<file path="config.mk">
export PLATFORM = sky130hd
export DESIGN_NAME = pcx_rle_scanline_decoder
export DESIGN_NICKNAME = d
export VERILOG_FILES = /design/src/design/pcxrle_pkg.sv /design/src/design/pcx_rle_scanline_decoder.sv /design/src/design/pcxrle_ctrl.sv /design/src/design/pcxrle_dp.sv
export SDC_FILE = /design/constraint.sdc
export NUM_CORES = 1
export LEC_CHECK = 0
export BUFFER_PORTS_ARGS = -buffer_cell sky130_fd_sc_hd__buf_4
export CAP_MARGIN = 10
export CORE_MARGIN = 4
export CORE_UTILIZATION = 45
export DETAILED_ROUTE_END_ITERATION = 10
export GPL_TIMING_DRIVEN = 1
export PLACE_DENSITY = 0.7
export SLEW_MARGIN = 25
export SYNTH_ARGS = -nofsm -noshare
export SYNTH_HDL_FRONTEND = slang
export SYNTH_SLANG_ARGS = --single-unit
</file>
<file path="constraint.sdc">
create_clock -name clk_i -period 6.3 [get_ports clk_i]
set_input_delay 0.63 -clock clk_i [delete_from_list [all_inputs] [get_ports clk_i]]
set_output_delay 0.63 -clock clk_i [all_outputs]
set_load 0.005 [all_outputs]
</file>
<file path="src/design/pcxrle_pkg.sv">
// Package for the PCX run-length scanline decoder.
// Holds the word types, codes, controller state and command/status structs.
// Depends on nothing; every other file of the decoder uses it.
package pcxrle_pkg;

  // Stream coding constants
  localparam logic [7:0] RUN_MARK   = 8'hC0;
  localparam logic [7:0] COUNT_MASK = 8'h3F;
  localparam int unsigned COUNT_BITS = 6;

  // Configuration register width and indexes
  localparam int unsigned CFG_BITS     = 16;
  localparam int unsigned CFG_IDX_BITS = 2;
  localparam logic [CFG_IDX_BITS-1:0] CFG_IMAGE_WIDTH  = 2'd0;
  localparam logic [CFG_IDX_BITS-1:0] CFG_IMAGE_HEIGHT = 2'd1;
  localparam logic [CFG_IDX_BITS-1:0] CFG_LINE_BYTES   = 2'd2;

  // Reset values of the configuration registers
  localparam logic [CFG_BITS-1:0] RST_IMAGE_WIDTH  = 16'd320;
  localparam logic [CFG_BITS-1:0] RST_IMAGE_HEIGHT = 16'd200;
  localparam logic [CFG_BITS-1:0] RST_LINE_BYTES   = 16'd320;

  // Error codes carried in a result word
  typedef enum logic [2:0] {
    ERR_NONE     = 3'd0,
    ERR_EARLY    = 3'd1,
    ERR_NO_VALUE = 3'd2,
    ERR_CROSS    = 3'd3,
    ERR_LAYOUT   = 3'd4
  } err_code_e;

  // Input word: one compressed byte or the end of data
  typedef struct packed {
    logic [7:0] byte_value;
    logic       end_marker;
  } in_word_t;

  // Output word: one visible pixel or one error report
  typedef struct packed {
    logic [7:0] pixel;
    logic       row_end;
    logic       image_end;
    logic [2:0] error_code;
    logic       last_of_run;
  } out_word_t;

  // Controller states
  typedef enum logic [1:0] {
    ST_IDLE,
    ST_RUN,
    ST_ERR,
    ST_STOP
  } ctrl_state_e;

  // Commands from the controller to the datapath
  typedef struct packed {
    logic load;
    logic step;
    logic emit_err;
  } dp_cmd_t;

  // Status from the datapath to the controller
  typedef struct packed {
    err_code_e dec_err;
    logic      dec_run;
    logic      slot_free;
    logic      step_last;
    logic      step_finish;
  } dp_stat_t;

endpackage

</file>
<file path="src/design/pcx_rle_scanline_decoder.sv">
// Channel  | direction | handshake                 | word
// in       | input     | in_valid_i / in_stall_o   | pcxrle_pkg::in_word_t
// out      | output    | out_valid_o / out_stall_i | pcxrle_pkg::out_word_t
// cfg      | input     | cfg_valid_i / cfg_ready_o | cfg_index_i, cfg_data_i
//
// A run-marker byte and a zero-count value byte are taken without expansion. A
// literal or run value byte is decoded, then expanded one visible pixel per
// step, with any padding columns at the end of the run passed in one step. An
// error is decoded, then its word emitted. A single output register holds each
// word: the expander emits one pixel per cycle while out_stall_i is low and waits
// while a held word is stalled. Reset clears all control state at once; there is no
// clearing pass. After an error or the last row the decoder drops every word.
//
// Top level of the PCX run-length scanline decoder.
// Depends on pcxrle_pkg, pcxrle_ctrl and pcxrle_dp.
module pcx_rle_scanline_decoder #(
  parameter int unsigned COORD_BITS = 16
) (
  input  logic                                clk_i,
  input  logic                                rst_ni,
  input  logic                                in_valid_i,
  output logic                                in_stall_o,
  input  pcxrle_pkg::in_word_t                in_word_i,
  output logic                                out_valid_o,
  input  logic                                out_stall_i,
  output pcxrle_pkg::out_word_t               out_word_o,
  input  logic                                cfg_valid_i,
  output logic                                cfg_ready_o,
  input  logic [pcxrle_pkg::CFG_IDX_BITS-1:0] cfg_index_i,
  input  logic [pcxrle_pkg::CFG_BITS-1:0]     cfg_data_i
);

  pcxrle_pkg::dp_cmd_t  cmd;
  pcxrle_pkg::dp_stat_t stat;

  // Sequencer
  pcxrle_ctrl u_ctrl (
    .clk_i      (clk_i),
    .rst_ni     (rst_ni),
    .in_valid_i (in_valid_i),
    .in_stall_o (in_stall_o),
    .stat_i     (stat),
    .cmd_o      (cmd)
  );

  // Decode and expansion datapath
  pcxrle_dp #(
    .COORD_BITS (COORD_BITS)
  ) u_dp (
    .clk_i       (clk_i),
    .rst_ni      (rst_ni),
    .in_word_i   (in_word_i),
    .out_word_o  (out_word_o),
    .out_valid_o (out_valid_o),
    .out_stall_i (out_stall_i),
    .cfg_valid_i (cfg_valid_i),
    .cfg_ready_o (cfg_ready_o),
    .cfg_index_i (cfg_index_i),
    .cfg_data_i  (cfg_data_i),
    .cmd_i       (cmd),
    .stat_o      (stat)
  );

endmodule

</file>
<file path="src/design/pcxrle_ctrl.sv">
// Controller state machine of the PCX run-length scanline decoder.
// Sequences byte decode, run expansion and error reporting.
// Depends on pcxrle_pkg for the state enum and the command/status structs.
module pcxrle_ctrl (
  input  logic                clk_i,
  input  logic                rst_ni,
  input  logic                in_valid_i,
  output logic                in_stall_o,
  input  pcxrle_pkg::dp_stat_t stat_i,
  output pcxrle_pkg::dp_cmd_t  cmd_o
);

  pcxrle_pkg::ctrl_state_e state_q, state_d;
  logic                    accept;

  // State register
  always_ff @(posedge clk_i or negedge rst_ni) begin
    if (!rst_ni) begin
      state_q <= pcxrle_pkg::ST_IDLE;
    end else begin
      state_q <= state_d;
    end
  end

  // Input is taken while idle, and dropped unread once the decoder has stopped.
  assign in_stall_o = (state_q == pcxrle_pkg::ST_RUN) || (state_q == pcxrle_pkg::ST_ERR);
  assign accept     = in_valid_i && !in_stall_o;

  // Next state and commands
  always_comb begin
    state_d        = state_q;
    cmd_o          = '0;
    unique case (state_q)
      pcxrle_pkg::ST_IDLE: begin
        cmd_o.load = accept;
        if (accept) begin
          if (stat_i.dec_err != pcxrle_pkg::ERR_NONE) begin
            state_d = pcxrle_pkg::ST_ERR;
          end else if (stat_i.dec_run) begin
            state_d = pcxrle_pkg::ST_RUN;
          end
        end
      end
      pcxrle_pkg::ST_RUN: begin
        cmd_o.step = stat_i.slot_free;
        if (stat_i.slot_free && stat_i.step_last) begin
          state_d = stat_i.step_finish ? pcxrle_pkg::ST_STOP : pcxrle_pkg::ST_IDLE;
        end
      end
      pcxrle_pkg::ST_ERR: begin
        cmd_o.emit_err = stat_i.slot_free;
        if (stat_i.slot_free) begin
          state_d = pcxrle_pkg::ST_STOP;
        end
      end
      pcxrle_pkg::ST_STOP: begin
        state_d = pcxrle_pkg::ST_STOP;
      end
      default: begin
        state_d = pcxrle_pkg::ST_IDLE;
      end
    endcase
  end

endmodule

</file>
<file path="src/design/pcxrle_dp.sv">
// Datapath of the PCX run-length scanline decoder: configuration registers,
// byte decode, run expander with column/row counters, and the output register.
// Depends on pcxrle_pkg; driven by pcxrle_ctrl through command/status structs.
module pcxrle_dp #(
  parameter int unsigned COORD_BITS = 16
) (
  input  logic                                   clk_i,
  input  logic                                   rst_ni,
  input  pcxrle_pkg::in_word_t                   in_word_i,
  output pcxrle_pkg::out_word_t                  out_word_o,
  output logic                                   out_valid_o,
  input  logic                                   out_stall_i,
  input  logic                                   cfg_valid_i,
  output logic                                   cfg_ready_o,
  input  logic [pcxrle_pkg::CFG_IDX_BITS-1:0]    cfg_index_i,
  input  logic [pcxrle_pkg::CFG_BITS-1:0]        cfg_data_i,
  input  pcxrle_pkg::dp_cmd_t                    cmd_i,
  output pcxrle_pkg::dp_stat_t                   stat_o
);

  localparam int unsigned SUM_BITS = COORD_BITS + 1;

  // Configuration registers
  logic [pcxrle_pkg::CFG_BITS-1:0] width_q, height_q, lbytes_q;

  // Decoder and expander state
  logic                              awaiting_q, awaiting_d;
  logic [pcxrle_pkg::COUNT_BITS-1:0] pending_q, pending_d;
  logic [pcxrle_pkg::COUNT_BITS-1:0] rem_q, rem_d;
  logic [7:0]                        val_q, val_d;
  pcxrle_pkg::err_code_e             err_q, err_d;
  logic [COORD_BITS-1:0]             col_q, col_d;
  logic [COORD_BITS-1:0]             row_q, row_d;
  pcxrle_pkg::out_word_t             out_q, out_d;
  logic                              out_valid_q, out_valid_d;

  // Effective geometry
  logic [COORD_BITS-1:0] w, h, lb;
  logic                  layout_bad;

  // Decode signals
  logic                              is_mark, is_run;
  logic [pcxrle_pkg::COUNT_BITS-1:0] run_len;
  logic [SUM_BITS-1:0]               chk_sum;
  pcxrle_pkg::err_code_e             dec_err;

  // Expander signals
  logic                              visible, wrap, row_end, finish_now;
  logic [pcxrle_pkg::COUNT_BITS-1:0] step_amt;
  logic [SUM_BITS-1:0]               step_sum;
  logic [COORD_BITS-1:0]             row_inc;
  logic                              slot_free;

  assign w  = width_q[COORD_BITS-1:0];
  assign h  = height_q[COORD_BITS-1:0];
  assign lb = lbytes_q[COORD_BITS-1:0];
  assign layout_bad = (w == '0) || (h == '0) || (lb == '0) || (lb < w);

  // Configuration writes are always accepted.
  assign cfg_ready_o = 1'b1;

  always_ff @(posedge clk_i or negedge rst_ni) begin
    if (!rst_ni) begin
      width_q  <= pcxrle_pkg::RST_IMAGE_WIDTH;
      height_q <= pcxrle_pkg::RST_IMAGE_HEIGHT;
      lbytes_q <= pcxrle_pkg::RST_LINE_BYTES;
    end else if (cfg_valid_i) begin
      unique case (cfg_index_i)
        pcxrle_pkg::CFG_IMAGE_WIDTH:  width_q  <= cfg_data_i;
        pcxrle_pkg::CFG_IMAGE_HEIGHT: height_q <= cfg_data_i;
        pcxrle_pkg::CFG_LINE_BYTES:   lbytes_q <= cfg_data_i;
        default: ;
      endcase
    end
  end

  // Byte decode: classify the word, check the layout and the end marker, and check that its run fits the line.
  always_comb begin
    is_mark = 1'b0;
    is_run  = 1'b0;
    run_len = '0;
    if (awaiting_q) begin
      is_run  = 1'b1;
      run_len = pending_q;
    end else if ((in_word_i.byte_value & pcxrle_pkg::RUN_MARK) == pcxrle_pkg::RUN_MARK) begin
      is_mark = 1'b1;
    end else begin
      is_run  = 1'b1;
      run_len = pcxrle_pkg::COUNT_BITS'(1);
    end
    chk_sum = {1'b0, col_q} + SUM_BITS'(run_len);

    priority if (layout_bad) begin
      dec_err = pcxrle_pkg::ERR_LAYOUT;
    end else if (in_word_i.end_marker) begin
      dec_err = awaiting_q ? pcxrle_pkg::ERR_NO_VALUE : pcxrle_pkg::ERR_EARLY;
    end else if (is_run && (chk_sum > {1'b0, lb})) begin
      dec_err = pcxrle_pkg::ERR_CROSS;
    end else begin
      dec_err = pcxrle_pkg::ERR_NONE;
    end
  end

  // One expander step: a visible pixel, or the whole padding tail at once.
  always_comb begin
    visible    = col_q < w;
    step_amt   = visible ? pcxrle_pkg::COUNT_BITS'(1) : rem_q;
    step_sum   = {1'b0, col_q} + SUM_BITS'(step_amt);
    wrap       = step_sum >= {1'b0, lb};
    row_inc    = row_q + COORD_BITS'(1);
    finish_now = wrap && ((row_inc >= h) || (row_inc == '0));
    row_end    = col_q == (w - COORD_BITS'(1));
  end

  assign slot_free = !out_valid_q || !out_stall_i;

  // Next values of the decoder, expander and output registers
  always_comb begin
    awaiting_d  = awaiting_q;
    pending_d   = pending_q;
    rem_d       = rem_q;
    val_d       = val_q;
    err_d       = err_q;
    col_d       = col_q;
    row_d       = row_q;
    out_d       = out_q;
    out_valid_d = out_valid_q && out_stall_i;

    if (cmd_i.load) begin
      err_d = dec_err;
      val_d = in_word_i.byte_value;
      rem_d = run_len;
      if (dec_err == pcxrle_pkg::ERR_NONE) begin
        awaiting_d = is_mark;
        pending_d  = is_mark ? pcxrle_pkg::COUNT_BITS'(in_word_i.byte_value &
                                                      pcxrle_pkg::COUNT_MASK) : '0;
      end
    end

    if (cmd_i.step) begin
      rem_d = rem_q - step_amt;
      col_d = wrap ? '0 : step_sum[COORD_BITS-1:0];
      if (wrap) begin
        row_d = row_inc;
      end
      if (visible) begin
        out_d.pixel       = val_q;
        out_d.row_end     = row_end;
        out_d.image_end   = row_end && (row_q == (h - COORD_BITS'(1)));
        out_d.error_code  = pcxrle_pkg::ERR_NONE;
        out_d.last_of_run = row_end || (rem_q == pcxrle_pkg::COUNT_BITS'(1));
        out_valid_d       = 1'b1;
      end
    end

    if (cmd_i.emit_err) begin
      out_d.pixel       = '0;
      out_d.row_end     = 1'b0;
      out_d.image_end   = 1'b0;
      out_d.error_code  = err_q;
      out_d.last_of_run = 1'b1;
      out_valid_d       = 1'b1;
    end
  end

  // Control state of the decoder and expander
  always_ff @(posedge clk_i or negedge rst_ni) begin
    if (!rst_ni) begin
      awaiting_q  <= 1'b0;
      pending_q   <= '0;
      col_q       <= '0;
      row_q       <= '0;
      rem_q       <= '0;
      out_valid_q <= 1'b0;
    end else begin
      awaiting_q  <= awaiting_d;
      pending_q   <= pending_d;
      col_q       <= col_d;
      row_q       <= row_d;
      rem_q       <= rem_d;
      out_valid_q <= out_valid_d;
    end
  end

  // Payload registers
  always_ff @(posedge clk_i) begin
    val_q <= val_d;
    err_q <= err_d;
    out_q <= out_d;
  end

  assign out_word_o  = out_q;
  assign out_valid_o = out_valid_q;

  // Status to the controller
  always_comb begin
    stat_o.dec_err     = dec_err;
    stat_o.dec_run     = is_run && (run_len != '0);
    stat_o.slot_free   = slot_free;
    stat_o.step_last   = !visible || (rem_q == pcxrle_pkg::COUNT_BITS'(1));
    stat_o.step_finish = finish_now;
  end

endmodule

</file>
==> metrics.cfg <==
[timing]
fin_worst_hold_slack_ns = 0.242
max_freq_mhz = 171
tns_ns = 0
setup_violations = 0
skew_ns = 0.00856
rsz0062_at_grt = false
period_share_pct = 92.7
hold_violations = 0
period_needed_ns = 5.84
report.final.slew_viol_count = 0
relSlewSlack_pct = 38.5
worst_pin_slew_ns = 0.921

[worst_setup_path]
start_kind = register
critPathMaxStageDelay_ns = 0.50
cp-end-kind = register
cp.required_ns = 6.60
cp.arrival_ns = 6.14
path_cells = inv_1 -> ha_1 -> a21oi_1 -> nor2b_1 -> o41ai_1 -> buf_4 -> nand3_1 -> and2_1 -> ha_1 -> a21oi_1 -> nand2b_1 -> a211oi_1 -> buf_4 -> nand2_1 -> xnor2_1 -> ha_1 -> a21o_1 -> a211o_1 -> a2111oi_1 -> a21oi_1 -> or2_4 -> o32a_1 -> a32o_1
cp_max_fo = 10
cp_slowest_cell = dfrtp_1
crit_type = reg2reg

[power_and_ir_drop]
leakage_uw = 0.00478
ir_drop_mv = 0.234
powerDensity_nw_per_um2 = 347

[min_path]
hold_class = in2async

[finish]
nets = 1173
final_common_cell = ha_1
area_delta_synth_final_pct = 13.2
stdcell_area_um2 = 10400
layout_common_cells = ha_1, dfrtp_1, nand2_1
drive_above_1_share_pct = 14.6
diodes = 0

[clock_network]
cts_sinks = 121
cts_tree = built
cts_root_buffer = clkbuf_16
clkTransAtPathRegs_ns = 0.06
clock_path_buffers = 2
insertion_delay_ns = 0.42
cts_buffers = 17
h-tree-depth = 4

[placement]
dp_hpwl_mm = 19.2
gp_congestion = 0.929
placed_area_um2 = 9840
port_buffers = 47

[route]
firstDrtPassIters = 6
dr_total_vias = 7694
viasPerCell = 5.84
wl_mm = 24.5
wire_per_inst_um = 18.6
drc_errors = 0
drtIter0Drc = 784
postRouteAntennaNets = 0

[run_status]
status = complete, no violations

[floorplan]
initial_core_util_pct = 46.4
die_area_um2 = 22700
coreArea_um2 = 19800
io_pins = 49
rows = 51
die-height_um = 151
die_w_um = 151

[yosys]
ys_seq_area_share_pct = 33.2
synth_nets = 1132
synth_warnings = 0
synth_ff_type = dfrtp_1
synth.avg_cell_area_um2 = 9.19
synth-async-reset-ratio_pct = 79.3
syn_area_um2 = 9180
synthCells = 999
synth_edf_count = 14
synth.distinct_cells = 74
ys_ff_latch = 121

[grt]
grt.total_usage_pct = 22.2
grt_pass1_vias = 7564
grt_pass1_wl_mm = 39.7
antenna_found_initial = 1
grt.overflow.total = 0
grt_max_degree = 52

[job]
drv_cap = 0

-- Yosys cell counts, types with 5 or more instances --
library cell	count	area, um^2
a211oi_1	9	67.6
nand3b_1	7	52.6
mux2_2	35	394
o21ai_0	50	250
or3_1	9	56.3
ha_1	99	1240
nand4_1	25	156
dfxtp_1	11	220
xnor2_1	56	490
o22ai_1	8	50.1
or4_1	5	37.5
inv_1	77	289
nor3b_1	6	45.0
nand2b_1	9	56.3
dfrtp_1	89	2230
nor4_1	16	100
clkbuf_1	36	135
and3_1	14	87.6
a2111oi_0	7	61.3
and2_1	8	50.1
xor2_1	33	289
a21oi_1	35	175
a22o_1	7	61.3
a31oi_1	8	50.1
nand2_1	82	308
nor2_1	44	165
edfxtp_1	14	420
and4_1	8	70.1
nor2b_1	9	56.3
dfstp_2	7	184
nor3_1	24	120
a21o_1	9	67.6
nand3_1	38	190
mux2i_1	21	210
o21bai_1	7	52.6
-- power by group --
part           internal (uW)  switching [uW]
registers                991             215
logic                    649             839
clock network            510             399
total                   2150            1450
-- kinds of logic (layout without fill, tap and decap cells) --
logic type	after synthesis	count (layout)	synth area share (%)
and+or+nand+nor	319	319	18.3
muxes	56	56	6.58
DFF	121	121	33.2
AOI/OAI and AO/OA	191	191	14.3
buffers and inverters	121	175	5.03
xor gates and xnor gates	89	89	8.49
adders and majority gates	101	101	13.9
other	1	1	0.0408
-- timing repair --
| item | CTS | global route |
|---|---|---|
| resized for setup | 0 | 3 |
| endpoints found under the setup margin | 0 | 18 |
| buffers inserted | 0 | 0 |
| hold buffers | 0 | 0 |
-- worst paths after layout --
path / from / to / slack (ns) / depth (start not counted)
setup / recovery: u_dp.w[4] / u_ctrl.state_q[1] / 0.46 / 23
hold / removal: rst_ni / u_dp.h[9] / 0.24 / 1
setup reg to reg: u_dp.w[4] / u_ctrl.state_q[1] / 0.46 / 23
hold reg to reg: u_dp.val_q[1] / u_dp.out_word_o[7] / 0.48 / 2
max in group asynchronous: rst_ni / u_dp.rem_q[0] / 4.97 / 2
min in group clk_i: in_word_i[6] / u_dp.val_q[5] / 0.40 / 1
-- per-stage QoR --
stage          utilization (%)  setup slack, ns  std cells  total power, uW
2_1_floorplan                -            0.741        999             2210
3_3_place_gp              49.7            0.348       1286             2650
3_5_place_dp              49.7            0.257       1286             2690
4_1_cts                   52.5            0.216       1318             3600
5_1_grt                   52.5           0.0114       1318             3870
6_report                  52.5            0.461       1318             3600
-- critical path, delay by kind of cell (launching register included) --
family | cells | cell delay [ns]
AND/OR/NAND/NOR | 6 | 1.23
flip-flops | 1 | 0.50
XOR/XNOR | 1 | 0.19
adder cells (fa/ha/maj) | 3 | 0.95
buffers and inverters | 3 | 0.53
AO/OA/AOI/OAI | 10 | 2.32
-- flip-flops by register name, indices dropped and copies added (netlist names) --
name / count
u_ctrl.state_q: 2
u_dp.awaiting_q: 1
u_dp.col_q: 16
u_dp.err_q: 3
u_dp.h: 16
u_dp.lb: 16
u_dp.out_valid_o: 1
u_dp.out_word_o: 14
u_dp.pending_q: 6
u_dp.rem_q: 6
u_dp.row_q: 16
u_dp.val_q: 8
u_dp.w: 16
-- layer usage --
layer  GRT usage (%)  vias to the layer above  wire length [um]
li1                -                     3721                 -
met1            31.2                     3668             11300
met2            34.6                      262             11200
met3            4.76                       43              1490
met4            6.30                        0               530
met5               0                        -                 0
-- cell type report --
type                       count  area, um^2
fill                        1810        9390
multi-input combinational    757        5680
sequential                   121        3050
timing repair buffer          66         495
clock buffer                  17         425
tap                          265         332
inverter                      77         289
clock inverter                15         116
Note: power is estimated with default switching activity, not from simulation.
